File: config.mk
export PLATFORM = sky130hd
export DESIGN_NAME = priority_ready_queue_flat
export DESIGN_NICKNAME = d
export VERILOG_FILES = /design/src/design/prq_pkg.sv /design/src/design/prq_req_if.sv /design/src/design/prq_rsp_if.sv /design/src/design/priority_ready_queue.sv /design/src/design/prq_datapath.sv /design/src/design/prq_controller.sv /design/src/flat_wrapper.sv
export SDC_FILE = /design/constraint.sdc
export NUM_CORES = 1
export LEC_CHECK = 0
export BUFFER_PORTS_ARGS = -buffer_cell sky130_fd_sc_hd__buf_2
export CORE_ASPECT_RATIO = 0.9
export CORE_MARGIN = 3
export CORE_UTILIZATION = 57
export DETAILED_ROUTE_END_ITERATION = 10
export GPL_TIMING_DRIVEN = 0
export PLACE_DENSITY_LB_ADDON = 0.25
export SKIP_LAST_GASP = 1
export SYNTH_ARGS = -nofsm -noshare
export SYNTH_HDL_FRONTEND = slang
export SYNTH_SLANG_ARGS = --single-unit
File: constraint.sdc
create_clock -name clock -period 4.7 [get_ports clock]
set_input_delay 0 -clock clock [delete_from_list [all_inputs] [get_ports clock]]
set_output_delay 0 -clock clock [all_outputs]
set_load 0.02 [all_outputs]
File: src/design/prq_pkg.sv
// Package for the priority ready queue: field widths, request and status codes,
// datapath command codes and the controller/datapath structs.
// No dependencies.
package prq_pkg;

   localparam int ACTION_W       = 2;
   localparam int QUEUE_ID_W     = 2;
   localparam int PROCESS_ID_W   = 5;
   localparam int PRIORITY_REQ_W = 8;
   localparam int RESULT_W       = 5;
   localparam int STATUS_W       = 2;

   localparam logic [ACTION_W-1:0] ACT_INSERT  = 2'd0;
   localparam logic [ACTION_W-1:0] ACT_DEQUEUE = 2'd1;
   localparam logic [ACTION_W-1:0] ACT_REMOVE  = 2'd2;
   localparam logic [ACTION_W-1:0] ACT_INIT    = 2'd3;

   localparam logic [STATUS_W-1:0] ST_OK     = 2'd0;
   localparam logic [STATUS_W-1:0] ST_EMPTY  = 2'd1;
   localparam logic [STATUS_W-1:0] ST_DUP    = 2'd2;
   localparam logic [STATUS_W-1:0] ST_ABSENT = 2'd3;

   localparam int OP_W = 4;
   localparam logic [OP_W-1:0] OP_IDLE         = 4'd0;
   localparam logic [OP_W-1:0] OP_CAPTURE      = 4'd1;
   localparam logic [OP_W-1:0] OP_FAIL_DUP     = 4'd2;
   localparam logic [OP_W-1:0] OP_FAIL_EMPTY   = 4'd3;
   localparam logic [OP_W-1:0] OP_FAIL_ABSENT  = 4'd4;
   localparam logic [OP_W-1:0] OP_INIT         = 4'd5;
   localparam logic [OP_W-1:0] OP_WALK_START   = 4'd6;
   localparam logic [OP_W-1:0] OP_WALK_STEP    = 4'd7;
   localparam logic [OP_W-1:0] OP_LINK_A       = 4'd8;
   localparam logic [OP_W-1:0] OP_LINK_B       = 4'd9;
   localparam logic [OP_W-1:0] OP_UNLINK_START = 4'd10;
   localparam logic [OP_W-1:0] OP_UNLINK_WR    = 4'd11;

   typedef struct packed {
      logic [OP_W-1:0] op;
   } prq_cmd_type;

   typedef struct packed {
      logic [ACTION_W-1:0] action;
      logic                member_hit;
      logic                first_is_proc;
      logic                walk_stop;
      logic                walk_next_proc;
   } prq_status_type;

endpackage

File: src/design/prq_req_if.sv
// Request channel: valid/ready handshake with the command fields.
// Depends on prq_pkg.
interface prq_req_if;
   logic                               valid;
   logic                               ready;
   logic [prq_pkg::ACTION_W-1:0]       action;
   logic [prq_pkg::QUEUE_ID_W-1:0]     queue_id;
   logic [prq_pkg::PROCESS_ID_W-1:0]   process_id;
   logic [prq_pkg::PRIORITY_REQ_W-1:0] priority_req;

   modport source(output valid, action, queue_id, process_id, priority_req, input ready);
   modport sink(input valid, action, queue_id, process_id, priority_req, output ready);
endinterface

File: src/design/prq_rsp_if.sv
// Response channel: valid/ready handshake with the result fields.
// Depends on prq_pkg.
interface prq_rsp_if;
   logic                         valid;
   logic                         ready;
   logic [prq_pkg::RESULT_W-1:0] result_process;
   logic [prq_pkg::STATUS_W-1:0] status;

   modport source(output valid, result_process, status, input ready);
   modport sink(input valid, result_process, status, output ready);
endinterface

File: src/design/priority_ready_queue.sv
// Top level of the priority ready queue: controller plus datapath.
// Depends on prq_pkg, prq_req_if, prq_rsp_if, prq_controller, prq_datapath.
//
//   channel   dir  fields                                        handshake
//   req_chan  in   action, queue_id, process_id, priority_req    valid/ready
//   rsp_chan  out  result_process, status                        valid/ready
//
// One request at a time. Insert: decode, list walk, link update (LINK_A then
// LINK_B), response; one link-memory read per cycle during the walk.
// Dequeue and remove: decode and unlink read, unlink write, response;
// init and errors: decode, response. Reset is synchronous and needs no
// clearing pass; ready is held low until the response has been taken.
module priority_ready_queue #(
   parameter int NUM_PROCS      = 32,
   parameter int NUM_QUEUES     = 4,
   parameter int PRIORITY_WIDTH = 8
) (
   input logic       clock,
   input logic       reset,
   prq_req_if.sink   req_chan,
   prq_rsp_if.source rsp_chan
);

   prq_pkg::prq_cmd_type    cmd;
   prq_pkg::prq_status_type stat;

   prq_controller u_ctrl (
      .clock     (clock),
      .reset     (reset),
      .req_valid (req_chan.valid),
      .req_ready (req_chan.ready),
      .rsp_valid (rsp_chan.valid),
      .rsp_ready (rsp_chan.ready),
      .stat      (stat),
      .cmd       (cmd)
   );

   prq_datapath #(
      .NUM_PROCS      (NUM_PROCS),
      .NUM_QUEUES     (NUM_QUEUES),
      .PRIORITY_WIDTH (PRIORITY_WIDTH)
   ) u_dp (
      .clock              (clock),
      .reset              (reset),
      .cmd                (cmd),
      .stat               (stat),
      .req_action         (req_chan.action),
      .req_queue_id       (req_chan.queue_id),
      .req_process_id     (req_chan.process_id),
      .req_priority_req   (req_chan.priority_req),
      .rsp_result_process (rsp_chan.result_process),
      .rsp_status         (rsp_chan.status)
   );

endmodule

File: src/design/prq_datapath.sv
// Datapath: link memories, priority memory, head/tail link registers,
// membership flags, walk pointers and the response register.
// Depends on prq_pkg.
module prq_datapath #(
   parameter int NUM_PROCS      = 32,
   parameter int NUM_QUEUES     = 4,
   parameter int PRIORITY_WIDTH = 8
) (
   input  logic                               clock,
   input  logic                               reset,
   input  prq_pkg::prq_cmd_type               cmd,
   output prq_pkg::prq_status_type            stat,
   input  logic [prq_pkg::ACTION_W-1:0]       req_action,
   input  logic [prq_pkg::QUEUE_ID_W-1:0]     req_queue_id,
   input  logic [prq_pkg::PROCESS_ID_W-1:0]   req_process_id,
   input  logic [prq_pkg::PRIORITY_REQ_W-1:0] req_priority_req,
   output logic [prq_pkg::RESULT_W-1:0]       rsp_result_process,
   output logic [prq_pkg::STATUS_W-1:0]       rsp_status
);

   localparam int NODE_COUNT = NUM_PROCS + 2 * NUM_QUEUES;
   localparam int PW         = $clog2(NUM_PROCS);
   localparam int NW         = $clog2(NODE_COUNT);
   localparam int QW         = (NUM_QUEUES > 1) ? $clog2(NUM_QUEUES) : 1;
   localparam int PID_VALUES = 1 << prq_pkg::PROCESS_ID_W;
   localparam int QID_VALUES = 1 << prq_pkg::QUEUE_ID_W;

   function automatic logic [NW-1:0] head_node(input logic [QW-1:0] q);
      head_node = NW'(NUM_PROCS) + NW'({q, 1'b0});
   endfunction

   function automatic logic [NW-1:0] tail_node(input logic [QW-1:0] q);
      tail_node = NW'(NUM_PROCS) + NW'({q, 1'b1});
   endfunction

   function automatic logic is_proc(input logic [NW-1:0] n);
      is_proc = (n < NW'(NUM_PROCS));
   endfunction

   logic [PW-1:0] proc_mod_tab [PID_VALUES];
   logic [QW-1:0] queue_mod_tab [QID_VALUES];

   for (genvar v = 0; v < PID_VALUES; v++) begin : g_pmod
      assign proc_mod_tab[v] = PW'(v % NUM_PROCS);
   end
   for (genvar v = 0; v < QID_VALUES; v++) begin : g_qmod
      assign queue_mod_tab[v] = QW'(v % NUM_QUEUES);
   end

   logic [prq_pkg::ACTION_W-1:0] action_ff;
   logic [QW-1:0]                q_ff;
   logic [PW-1:0]                p_ff;
   logic [PW-1:0]                tgt_ff;
   logic [PRIORITY_WIDTH-1:0]    pri_ff;
   logic [NW-1:0]                at_ff;
   logic [NW-1:0]                n_ff;
   logic [NW-1:0]                head_next_ff [NUM_QUEUES];
   logic [NW-1:0]                tail_prev_ff [NUM_QUEUES];
   logic                         mem_valid_ff [NUM_PROCS];
   logic [QW-1:0]                mem_queue_ff [NUM_PROCS];
   logic [prq_pkg::RESULT_W-1:0] result_ff;
   logic [prq_pkg::STATUS_W-1:0] status_ff;

   logic [NW-1:0]             next_mem [NUM_PROCS];
   logic [NW-1:0]             prev_mem [NUM_PROCS];
   logic [PRIORITY_WIDTH-1:0] pri_mem [NUM_PROCS];
   logic [NW-1:0]             next_rd_ff;
   logic [NW-1:0]             prev_rd_ff;
   logic [PRIORITY_WIDTH-1:0] pri_rd_ff;

   logic [NW-1:0] hn;
   logic          rd_en;
   logic [PW-1:0] rd_addr;
   logic          nx_we;
   logic [PW-1:0] nx_wa;
   logic [NW-1:0] nx_wd;
   logic          pv_we;
   logic [PW-1:0] pv_wa;
   logic [NW-1:0] pv_wd;
   logic          pr_we;

   assign hn = head_next_ff[q_ff];

   assign stat.action         = action_ff;
   assign stat.member_hit     = mem_valid_ff[p_ff];
   assign stat.first_is_proc  = is_proc(hn);
   assign stat.walk_stop      = (pri_rd_ff > pri_ff);
   assign stat.walk_next_proc = is_proc(next_rd_ff);

   assign rsp_result_process = result_ff;
   assign rsp_status         = status_ff;

   always_comb begin
      rd_en   = 1'b0;
      rd_addr = p_ff;
      case (cmd.op)
         prq_pkg::OP_WALK_START: begin
            rd_en   = is_proc(hn);
            rd_addr = hn[PW-1:0];
         end
         prq_pkg::OP_WALK_STEP: begin
            rd_en   = is_proc(next_rd_ff);
            rd_addr = next_rd_ff[PW-1:0];
         end
         prq_pkg::OP_UNLINK_START: begin
            rd_en   = 1'b1;
            rd_addr = (action_ff == prq_pkg::ACT_DEQUEUE) ? hn[PW-1:0] : p_ff;
         end
         default: begin
         end
      endcase
   end

   always_comb begin
      nx_we = 1'b0;
      nx_wa = p_ff;
      nx_wd = n_ff;
      pv_we = 1'b0;
      pv_wa = p_ff;
      pv_wd = at_ff;
      pr_we = 1'b0;
      case (cmd.op)
         prq_pkg::OP_LINK_A: begin
            nx_we = 1'b1;
            pv_we = 1'b1;
            pr_we = 1'b1;
         end
         prq_pkg::OP_LINK_B: begin
            nx_we = is_proc(at_ff);
            nx_wa = at_ff[PW-1:0];
            nx_wd = NW'(p_ff);
            pv_we = is_proc(n_ff);
            pv_wa = n_ff[PW-1:0];
            pv_wd = NW'(p_ff);
         end
         prq_pkg::OP_UNLINK_WR: begin
            nx_we = is_proc(prev_rd_ff);
            nx_wa = prev_rd_ff[PW-1:0];
            nx_wd = next_rd_ff;
            pv_we = is_proc(next_rd_ff);
            pv_wa = next_rd_ff[PW-1:0];
            pv_wd = prev_rd_ff;
         end
         default: begin
         end
      endcase
   end

   always_ff @(posedge clock) begin
      if (rd_en) begin
         next_rd_ff <= next_mem[rd_addr];
         prev_rd_ff <= prev_mem[rd_addr];
         pri_rd_ff  <= pri_mem[rd_addr];
      end
      if (nx_we) begin
         next_mem[nx_wa] <= nx_wd;
      end
      if (pv_we) begin
         prev_mem[pv_wa] <= pv_wd;
      end
      if (pr_we) begin
         pri_mem[p_ff] <= pri_ff;
      end
   end

   // Head/tail links and queued flags
   always_ff @(posedge clock) begin
      if (reset) begin
         for (int q = 0; q < NUM_QUEUES; q++) begin
            head_next_ff[q] <= tail_node(QW'(q));
            tail_prev_ff[q] <= head_node(QW'(q));
         end
         for (int i = 0; i < NUM_PROCS; i++) begin
            mem_valid_ff[i] <= 1'b0;
         end
      end else begin
         case (cmd.op)
            prq_pkg::OP_INIT: begin
               head_next_ff[q_ff] <= tail_node(q_ff);
               tail_prev_ff[q_ff] <= head_node(q_ff);
               for (int i = 0; i < NUM_PROCS; i++) begin
                  if (mem_queue_ff[i] == q_ff) begin
                     mem_valid_ff[i] <= 1'b0;
                  end
               end
            end
            prq_pkg::OP_LINK_A: begin
               if (!is_proc(at_ff)) begin
                  head_next_ff[q_ff] <= NW'(p_ff);
               end
               if (!is_proc(n_ff)) begin
                  tail_prev_ff[q_ff] <= NW'(p_ff);
               end
            end
            prq_pkg::OP_LINK_B: begin
               mem_valid_ff[p_ff] <= 1'b1;
            end
            prq_pkg::OP_UNLINK_WR: begin
               if (!is_proc(prev_rd_ff)) begin
                  head_next_ff[q_ff] <= next_rd_ff;
               end
               if (!is_proc(next_rd_ff)) begin
                  tail_prev_ff[q_ff] <= prev_rd_ff;
               end
               mem_valid_ff[tgt_ff] <= 1'b0;
            end
            default: begin
            end
         endcase
      end
   end

   always_ff @(posedge clock) begin
      case (cmd.op)
         prq_pkg::OP_CAPTURE: begin
            action_ff <= req_action;
            q_ff      <= queue_mod_tab[req_queue_id];
            p_ff      <= proc_mod_tab[req_process_id];
            pri_ff    <= PRIORITY_WIDTH'(req_priority_req);
         end
         prq_pkg::OP_FAIL_DUP: begin
            result_ff <= '0;
            status_ff <= prq_pkg::ST_DUP;
         end
         prq_pkg::OP_FAIL_EMPTY: begin
            result_ff <= '0;
            status_ff <= prq_pkg::ST_EMPTY;
         end
         prq_pkg::OP_FAIL_ABSENT: begin
            result_ff <= '0;
            status_ff <= prq_pkg::ST_ABSENT;
         end
         prq_pkg::OP_INIT: begin
            result_ff <= '0;
            status_ff <= prq_pkg::ST_OK;
         end
         prq_pkg::OP_WALK_START: begin
            at_ff <= head_node(q_ff);
            n_ff  <= hn;
         end
         prq_pkg::OP_WALK_STEP: begin
            if (!stat.walk_stop) begin
               at_ff <= n_ff;
               n_ff  <= next_rd_ff;
            end
         end
         prq_pkg::OP_LINK_B: begin
            mem_queue_ff[p_ff] <= q_ff;
            result_ff          <= prq_pkg::RESULT_W'(p_ff);
            status_ff          <= prq_pkg::ST_OK;
         end
         prq_pkg::OP_UNLINK_START: begin
            if (action_ff == prq_pkg::ACT_DEQUEUE) begin
               tgt_ff <= hn[PW-1:0];
            end else begin
               tgt_ff <= p_ff;
               q_ff   <= mem_queue_ff[p_ff];
            end
         end
         prq_pkg::OP_UNLINK_WR: begin
            result_ff <= prq_pkg::RESULT_W'(tgt_ff);
            status_ff <= prq_pkg::ST_OK;
         end
         default: begin
         end
      endcase
   end

   a_init_empties: assert property (@(posedge clock) disable iff (reset)
      cmd.op == prq_pkg::OP_INIT |=>
         head_next_ff[$past(q_ff)] == tail_node($past(q_ff)))
      else $error("queue not empty after init");

   a_link_marks_member: assert property (@(posedge clock) disable iff (reset)
      cmd.op == prq_pkg::OP_LINK_B |=> mem_valid_ff[$past(p_ff)])
      else $error("inserted process not flagged as queued");

   a_unlink_clears_member: assert property (@(posedge clock) disable iff (reset)
      cmd.op == prq_pkg::OP_UNLINK_WR |=> !mem_valid_ff[$past(tgt_ff)])
      else $error("unlinked process still flagged as queued");

   a_fail_zero_result: assert property (@(posedge clock) disable iff (reset)
      (cmd.op == prq_pkg::OP_FAIL_DUP || cmd.op == prq_pkg::OP_FAIL_EMPTY ||
       cmd.op == prq_pkg::OP_FAIL_ABSENT) |=> result_ff == '0)
      else $error("nonzero process on error status");

endmodule

File: src/design/prq_controller.sv
// Controller: sequences each request through decode, list walk, link update
// or unlink, and response. Depends on prq_pkg.
module prq_controller (
   input  logic                    clock,
   input  logic                    reset,
   input  logic                    req_valid,
   output logic                    req_ready,
   output logic                    rsp_valid,
   input  logic                    rsp_ready,
   input  prq_pkg::prq_status_type stat,
   output prq_pkg::prq_cmd_type    cmd
);

   localparam logic [2:0] S_IDLE      = 3'd0;
   localparam logic [2:0] S_DECODE    = 3'd1;
   localparam logic [2:0] S_WALK      = 3'd2;
   localparam logic [2:0] S_LINK_A    = 3'd3;
   localparam logic [2:0] S_LINK_B    = 3'd4;
   localparam logic [2:0] S_UNLINK_WR = 3'd5;
   localparam logic [2:0] S_RESP      = 3'd6;

   logic [2:0] state_ff;
   logic [2:0] state_in;

   assign req_ready = (state_ff == S_IDLE);
   assign rsp_valid = (state_ff == S_RESP);

   always_comb begin
      state_in = state_ff;
      cmd.op   = prq_pkg::OP_IDLE;
      case (state_ff)
         S_IDLE: begin
            if (req_valid) begin
               cmd.op   = prq_pkg::OP_CAPTURE;
               state_in = S_DECODE;
            end
         end
         S_DECODE: begin
            case (stat.action)
               prq_pkg::ACT_INSERT: begin
                  if (stat.member_hit) begin
                     cmd.op   = prq_pkg::OP_FAIL_DUP;
                     state_in = S_RESP;
                  end else begin
                     cmd.op   = prq_pkg::OP_WALK_START;
                     state_in = stat.first_is_proc ? S_WALK : S_LINK_A;
                  end
               end
               prq_pkg::ACT_DEQUEUE: begin
                  if (!stat.first_is_proc) begin
                     cmd.op   = prq_pkg::OP_FAIL_EMPTY;
                     state_in = S_RESP;
                  end else begin
                     cmd.op   = prq_pkg::OP_UNLINK_START;
                     state_in = S_UNLINK_WR;
                  end
               end
               prq_pkg::ACT_REMOVE: begin
                  if (!stat.member_hit) begin
                     cmd.op   = prq_pkg::OP_FAIL_ABSENT;
                     state_in = S_RESP;
                  end else begin
                     cmd.op   = prq_pkg::OP_UNLINK_START;
                     state_in = S_UNLINK_WR;
                  end
               end
               default: begin
                  cmd.op   = prq_pkg::OP_INIT;
                  state_in = S_RESP;
               end
            endcase
         end
         S_WALK: begin
            cmd.op = prq_pkg::OP_WALK_STEP;
            if (stat.walk_stop || !stat.walk_next_proc) begin
               state_in = S_LINK_A;
            end
         end
         S_LINK_A: begin
            cmd.op   = prq_pkg::OP_LINK_A;
            state_in = S_LINK_B;
         end
         S_LINK_B: begin
            cmd.op   = prq_pkg::OP_LINK_B;
            state_in = S_RESP;
         end
         S_UNLINK_WR: begin
            cmd.op   = prq_pkg::OP_UNLINK_WR;
            state_in = S_RESP;
         end
         S_RESP: begin
            if (rsp_ready) begin
               state_in = S_IDLE;
            end
         end
         default: begin
            state_in = S_IDLE;
         end
      endcase
   end

   always_ff @(posedge clock) begin
      if (reset) begin
         state_ff <= S_IDLE;
      end else begin
         state_ff <= state_in;
      end
   end

   a_accept_decodes: assert property (@(posedge clock) disable iff (reset)
      (req_valid && req_ready) |=> state_ff == S_DECODE)
      else $error("accepted request not decoded");

   a_link_pair: assert property (@(posedge clock) disable iff (reset)
      state_ff == S_LINK_A |=> state_ff == S_LINK_B)
      else $error("link update split");

endmodule

File: src/flat_wrapper.sv
// flat-port wrapper written by rule: the top's interface ports become plain ports
module priority_ready_queue_flat 
#(
   parameter int NUM_PROCS      = 32,
   parameter int NUM_QUEUES     = 4,
   parameter int PRIORITY_WIDTH = 8
)
  (clock, reset, req_chan_valid, req_chan_action, req_chan_queue_id, req_chan_process_id, req_chan_priority_req, req_chan_ready, rsp_chan_valid, rsp_chan_result_process, rsp_chan_status, rsp_chan_ready);
  prq_req_if req_chan_i ();
  prq_rsp_if rsp_chan_i ();
  input logic clock;
  input logic reset;
  input wire logic [$bits(req_chan_i.valid)-1:0] req_chan_valid;
  input wire logic [$bits(req_chan_i.action)-1:0] req_chan_action;
  input wire logic [$bits(req_chan_i.queue_id)-1:0] req_chan_queue_id;
  input wire logic [$bits(req_chan_i.process_id)-1:0] req_chan_process_id;
  input wire logic [$bits(req_chan_i.priority_req)-1:0] req_chan_priority_req;
  output wire logic [$bits(req_chan_i.ready)-1:0] req_chan_ready;
  output wire logic [$bits(rsp_chan_i.valid)-1:0] rsp_chan_valid;
  output wire logic [$bits(rsp_chan_i.result_process)-1:0] rsp_chan_result_process;
  output wire logic [$bits(rsp_chan_i.status)-1:0] rsp_chan_status;
  input wire logic [$bits(rsp_chan_i.ready)-1:0] rsp_chan_ready;
  assign req_chan_i.valid = req_chan_valid;
  assign req_chan_i.action = req_chan_action;
  assign req_chan_i.queue_id = req_chan_queue_id;
  assign req_chan_i.process_id = req_chan_process_id;
  assign req_chan_i.priority_req = req_chan_priority_req;
  assign req_chan_ready = req_chan_i.ready;
  assign rsp_chan_valid = rsp_chan_i.valid;
  assign rsp_chan_result_process = rsp_chan_i.result_process;
  assign rsp_chan_status = rsp_chan_i.status;
  assign rsp_chan_i.ready = rsp_chan_ready;
  priority_ready_queue #(.NUM_PROCS(NUM_PROCS), .NUM_QUEUES(NUM_QUEUES), .PRIORITY_WIDTH(PRIORITY_WIDTH)) u_core (.clock(clock), .reset(reset), .req_chan(req_chan_i), .rsp_chan(rsp_chan_i));
endmodule
# == Yosys cells after proc, flatten, opt, wreduce, memory -nomap -nowiden ==
# Memories as Yosys holds them, arrays and structs flattened. A register that Yosys moved wholly into a read port is not among the register bits.
# Index checks and enable logic that the tools add are counted.
# Widths: inputs -> output; s select.
# word_totals
ff_bits,39
out_inout_bits,9
rom_bits,160
word_cells,368
memories,7
inputBits,21
ram_bits,760
# op_classes
bitwise_logic,36
magnitude_cmp,7
muxes,234
n_reduce_logical,17
eq_ne,56
n_addsub,2
# mem_list
name,depth,word_bits,read_ports,rd_clocked_by_memory_dff,wr,line,source
u_core.u_dp.pri_mem,32,8,1,1,1,prq_datapath.sv:66,logic [PRIORITY_WIDTH-1:0] pri_mem [NUM_PROCS];
u_core.u_dp.next_mem,32,6,1,1,1,prq_datapath.sv:64,logic [NW-1:0] next_mem [NUM_PROCS];
u_core.u_dp.prev_mem,32,6,1,1,1,prq_datapath.sv:65,logic [NW-1:0] prev_mem [NUM_PROCS];
(no name shown),32,5,1,1,0,prq_datapath.sv:218,p_ff <= proc_mod_tab[req_process_id];
u_core.u_dp.mem_queue_ff,32,2,33,0,1,prq_datapath.sv:60,logic [QW-1:0] mem_queue_ff [NUM_PROCS];
u_core.u_dp.mem_valid_ff,32,1,1,0,32,prq_datapath.sv:59,logic mem_valid_ff [NUM_PROCS];
+1 memories,n/a,n/a,n/a,n/a,n/a,n/a,
# ops
op,n
$mux 1,194
$eq 2x2->1,32
$pmux 6 s2,4
$or 1x1->1,34
$lt 6x6->1 const B,5
$mux 6,5
$pmux 5 s3,2
$pmux 4 s6,1
$pmux 5 s2,2
$pmux 3 s6,1
$eq 4x3->1 const B,4
$eq 4x4->1 const B,4
$mux 3,5
$mux 5,3
$mux 2,7
$add 6x3->6 const A,2
$pmux 4 s3,1
$eq 3x3->1 const B,3
$pmux 1 s3,3
$pmux 3 s3,1
$eq 4x2->1 const B,2
$gt 8x8->1,1
$mux 4,2
$ne 2x2->1 const B,4
other kinds (26),30

# == Logic depth before layout (Yosys ltp) ==
# depth
word_depth,12
ltp_mapped,17
mapped_depth_nobuf,14

# == By module ==
# Synthesis repeated with hierarchy kept, for this count alone.
# unflattened
cells_unflattened,1935
hier_area_um2,34344.2
# modules_own_cells
mod,area_each_um2,instances,cells_each
prq_datapath,33976.3,1,1887
prq_controller,367.9,1,48

# == Least setup slack after synthesis ==
# No wires, ideal clock.
# synth_timing
path_type,register to register
start,register u_core.u_dp.p_ff[3]
end,"register u_core.u_dp.next_rd_ff[0] (read register of u_core.u_dp.next_mem), enable pin"
t_required_ns,4.275
path_stages_with_launch,13
setup_slack_ns,0.298
path_buffers,4
t_arrival_ns,3.977
synth_period_minus_slack_ns,4.402
cell_sequence,edfxtp_1 buf_2 or3b_1 buf_2 o22ai_1 nor3_1 o21ai_2 nor2_1 o21bai_4 clkbuf_1 buf_1 nand2_1 o21ai_0
# synth_between
elab_chain_len,6
# synth_rtl
item,line,source
start: declaration,prq_datapath.sv:52,logic [PW-1:0] p_ff;
$mem_v2 32x1 (*),n/a,
$mux 4 / $mux 3 (equally long branches),"prq_controller.sv:59, prq_controller.sv:41",
$pmux 4 s3 (*),prq_controller.sv:39,case (stat.action)
$pmux 4 s6 (*),prq_controller.sv:31,case (state_ff)
$eq 4x4->1 / $eq 4x3->1 (equally long branches),prq_datapath.sv:96,case (cmd.op)
$pmux 1 s3 (*),prq_datapath.sv:96,
net u_core.u_dp.rd_en,prq_datapath.sv:72,logic rd_en;
end: declaration,prq_datapath.sv:67,logic [NW-1:0] next_rd_ff;
# Mark *: on every way through the listed nets, which the timed path passes. The rest lies on a longest branch.
# A chain may end at the register's enable or synchronous reset.

# == Worst setup path in the final report ==
# layout_timing
start,register u_core.u_dp.p_ff[4]
end,"memory u_core.u_dp.prev_mem[7][5] in the netlist's numbering, enable pin"
# layout_between
elab_chain_len,8
# layout_rtl
item,line,source
$mem_v2 32x1,n/a,
$mux 4 / $mux 3 (equally long branches),"prq_controller.sv:59, prq_controller.sv:41",
$pmux 4 s3,prq_controller.sv:39,
$pmux 4 s6,prq_controller.sv:31,
$eq 4x4->1,prq_datapath.sv:122,case (cmd.op)
$pmux 1 s3,prq_datapath.sv:122,
$mux 1,prq_datapath.sv:158,if (pv_we) begin
$mux 1 (not written as such),prq_datapath.sv:159,prev_mem[pv_wa] <= pv_wd;
end: declaration,prq_datapath.sv:65,
# Parallel ways exist; a longest one is shown, timed or not.

==> key figures <==
Global route
  • Vias in the first global route: 22,762
  • Largest net degree at the start of global routing: 36
  • Initial antenna violation count: 2
  • First-pass GRT wire length: 147,000 um
  • Gr ovfl total: 0
  • Tot GR Track Use: 30.8%

Power and ir drop
  • Sw Share: 42.7%
  • Clock group share of total power: 21.0%
  • PwrDens: 758 mW/mm2
  • IR drop worst, VDD: 578 uV
  • Sequential power share: 33.5%
  • Logic pwr share: 45.5%
  • P_sw: 13.0 mW
  • Leakage Power: 13.5 nW
  • Final Power: 30.5 mW
  • Internal: 17.5 mW

Logic synthesis
  • Post-synth EDFFs: 821
  • Cells after Synth: 2,579
  • FFs w/ async S/R, synth: 0%
  • Yosys cell types: 65
  • Sequential cell area fraction in the yosys report: 69.8%
  • Cell Area, Synth: 0.0355 mm2
  • Multiplexer share of the synthesized area: 7.31%
  • Synthesized area per cell: 13.8 um2
  • Main combinational cell family by area after synthesis: compound AO/OA/AOI/OAI gates
  • Synthesized flop and latch total: 826
  • Synth Area in Simple Gates: 8.76%
  • Main synth FF type: edfxtp_1
  • Post-Synth XOR/XNOR Area: 1.60%
  • Syn. warnings: 0
  • Synth Area in Compound Gates: 9.55%
  • Syn nets: 2,612
  • Post-Synth Adder-Cell Area: 0.423%

Timing
  • Final Cycle Share: 99.5%
  • F_max: 214 MHz
  • Min Tclk post-route: 4680 ps
  • Final Hold Fails: 0
  • RSZ-0062 raised after global routing: yes
  • Slew headroom: 5.79%
  • Final Skew: 21.7 ps
  • Slew @ Worst Pin: 1410 ps
  • Hold_ws: 63.9 ps
  • Endpoints failing setup: 0
  • Slew Viols, Final: 0

Hold path
  • Hold Startpoint: req_chan_priority_req[6]
  • Worst Hold Path EP: u_core.u_dp.pri_ff[6]$_DFFE_PP_
  • Worst hold-check path type: in -> reg
  • Worst hold path stage count: 2

Status
  • Status: finished clean

Die
  • Die ar.: 0.0653 mm2
  • Core area: 0.0614 mm2
  • Starting density of the core: 57.7%
  • Rows: 86
  • Die extent in x: 269 um
  • Die Y: 243 um
  • IO Count: 30

Clock tree
  • Root Buffer: clkbuf_16
  • Clock Sinks: 826
  • Longest Clk Path Bufs: 3
  • H-tree depth: 3
  • CTS tree: done
  • CTS Buf Count: 82
  • Clock-pin slew on the worst setup and hold paths: 60 ps
  • Clock latency on the worst-skew pair: 640 ps

Finish
  • Non-Filler Cell Area, Final: 0.0403 mm2
  • Diodes inserted: 0
  • Non-filler cells, final: 3,634
  • Net count, final: 2,763
  • Ratio of cells with drive above 1 in the final layout: 15.7%
  • Synth-to-layout area growth: 13.6%

Setup path
  • Reg-to-reg setup timing slack: 20 ps
  • Reg-to-reg endpoint: u_core.u_dp.prev_mem[7][5]$_DFFE_PP_
  • Reg2reg start: u_core.u_dp.p_ff[4]$_DFFE_PP_
  • Reg2Reg Depth: 15
  • Crit end category: register
  • CP Max Fanout: 10
  • Crit path arrival time: 4970 ps
  • Crit Path Category: reg -> reg
  • Startpoint Class: register
  • Critical Path RT: 4990 ps

Placement
  • Placed Area: 0.0369 mm2
  • RePlAce Congestion: 0.970
  • Buffers on Ports: 28
  • Post-Place Cells: 3,454
  • HPWL Detailed: 70,200 um

Routing
  • DR vias/cell: 6.53
  • First-pass DRT Iterations: 8
  • Final wirelength: 101,000 um
  • Drt wl/cell: 27.7 um
  • Vias: 23,735
  • Post-route ant nets: 0
  • DRC errors left: 0
  • Initial DRC Count: 3,814

Run
  • MaxCap Viol Count: 0
==> cell type report <==
type	count	area (um2)
multi-input cells	1563	10300
clock inverters	48	407
clock buffers	104	2200
repair buffers	68	577
plain buffers	160	882
fillers	4412	21200
flip-flops and latches	826	24800
well taps	836	1050
inverters	29	109
==> worst max-delay path, stage by stage, from the launching register on <==
cell and delay [ps]:
edfxtp_1 500, or3b_1 420, buf_2 260, o22ai_1 230, nor3_1 90, o21ai_2 240
nor2_2 140, o21bai_4 260, buf_2 240, clkbuf_2 300, nor2_1 70, a21oi_1 380
nand2_1 100, o21ai_1 380, nand2_1 330, nor2_2 390
==> cells in the mapped netlist (3+ instances only) <==
master    number  share of area [%]
inv_1         28               0.30
dfxtp_1        5               0.28
mux2_2        13               0.41
nand2b_1      10               0.18
a21o_1         7               0.15
nand2_1      348                3.7
mux2i_1      195                5.5
and2_1         6               0.11
a32oi_1        8               0.20
buf_6         11               0.35
a21oi_1      187                2.6
nor2_1       218                2.3
or3_1          6               0.11
edfxtp_1     821                 69
nor2b_1        8               0.14
nor3b_1        5               0.11
or2_2          3              0.053
a22oi_1      109                2.3
nand3b_1       9               0.19
ha_1          12               0.42
xnor2_1       65                1.6
nor3_1        13               0.18
mux4_2        22                1.4
o22ai_1       71                1.3
buf_4         13               0.28
buf_2         49               0.69
or3b_1         3              0.074
o21a_1         6               0.13
clkbuf_1      80               0.85
o21ai_0       45               0.63
nand3_1       55               0.78
o31ai_1        5               0.11
o21ai_1       15               0.21
buf_1          6              0.063
nand4_1        3              0.053
a211oi_1       4              0.085
nor4_2        20               0.71
o211a_1        3              0.085
a31oi_1       62                1.1
==> sequential cells by signal, summed over array words and instances (netlist names), named ones only <==
name                            cells
u_core.u_dp.mem_valid_ff           32
u_core.u_dp.p_ff                    5
u_core.u_dp.next_mem              192
u_core.u_dp.rsp_status              2
u_core.u_dp.q_ff                    2
u_core.u_dp.mem_queue_ff           64
u_core.u_dp.prev_mem              192
u_core.u_dp.action_ff               2
u_core.u_dp.next_rd_ff              6
u_core.u_dp.pri_mem               256
u_core.u_dp.n_ff                    6
u_core.u_dp.prev_rd_ff              6
u_core.u_dp.pri_ff                  8
u_core.u_dp.pri_rd_ff               8
u_core.u_dp.rsp_result_process      5
u_core.u_ctrl.state_ff              3
u_core.u_dp.head_next_ff           24
u_core.u_dp.at_ff                   6
u_core.u_dp.tgt_ff                  5
==> placed cells by master, fill, tap and decap left out, drive strengths merged, types with 4 or more instances in the layout <==
cell           n
nand2b        10
clkbuf       193
dfxtp          5
xnor2         65
bufinv         5
o22ai         71
ha            12
or3            6
mux2          13
dlygate4sd3   19
edfxtp       821
nor3b          5
a211oi         4
nor2         218
mux4          22
inv           31
a21o           7
nand3b         9
a22oi        109
clkinvlp       4
nand2        348
nand3         55
a31oi         63
nor3          13
and2           6
nor2b          8
a32oi          8
mux2i        195
nor4          21
clkinv        37
a21oi        190
o21a           6
o31ai          5
o21ai         62
buf          120
==> stage by stage <==
step / TNS [ps] / worst slack, ps / utilization [%]
after global placement: -860340 / -2610 / 59.7
after floorplan: 0 / 298 / -
final: 0 / 24.4 / 65.6
after CTS: -3610 / -157 / 64.9
after detailed placement: -177140 / -556 / 60.1
after global routing: -8590 / -140 / 65.6
==> worst max-delay path by stage <==
stage | startpoint | end | slack [ps] | cells after the start
after floorplan | u_core.u_dp.p_ff[3]$_DFFE_PP_ | u_core.u_dp.next_rd_ff[0]$_DFFE_PP_ | 300 | 12
after global placement | u_core.u_dp.p_ff[3]$_DFFE_PP_ | u_core.u_dp.prev_mem[1][2]$_DFFE_PP_ | -2610 | 11
after detailed placement | u_core.u_dp.p_ff[3]$_DFFE_PP_ | u_core.u_dp.prev_mem[6][1]$_DFFE_PP_ | -560 | 14
after CTS | u_core.u_dp.p_ff[4]$_DFFE_PP_ | u_core.u_dp.next_mem[2][4]$_DFFE_PP_ | -160 | 12
after global routing | u_core.u_dp.p_ff[4]$_DFFE_PP_ | u_core.u_dp.next_mem[26][5]$_DFFE_PP_ | -140 | 13
final | u_core.u_dp.p_ff[4]$_DFFE_PP_ | u_core.u_dp.prev_mem[7][5]$_DFFE_PP_ | 20 | 15
==> power by group through the flow <==
stage	Combinational [mW]	Sequential, mW	Clock [mW]
after global placement	12.3	10.4	0
after CTS	13.0	10.2	6.45
after floorplan	8.09	10.1	0
final	13.9	10.2	6.41
after global routing	14.5	10.3	6.76
after detailed placement	12.8	10.4	0
==> kinds of logic (layout without fill, tap and decap cells) <==
kind of cell | Yosys count | in the layout
AO/OA/AOI/OAI | 544 | 544
buffers and inverters | 190 | 409
flip-flops | 826 | 826
AND/OR/NAND/NOR | 712 | 712
multiplexers | 230 | 230
adder cells (fa/ha/maj) | 12 | 12
XOR/XNOR | 65 | 65
==> timing repair <==
action	in CTS	in global routing
endpoints found under the setup margin	897	884
pin swaps	2	8
hold buffers	19	0
buffers inserted	4	6
endpoints found under the hold margin	22	0
resized for setup	62	132
==> per-layer routing <==
metal / vias up / global-route usage [%] / routed length [um]
met2: 1726 / 42.7 / 42600
met4: 0 / 10.5 / 3510
met1: 11697 / 47.1 / 40600
met3: 225 / 8.51 / 14100
met5: - / 0 / 0
li1: 10087 / - / -
No activity file was read; power rests on OpenSTA's default activity.
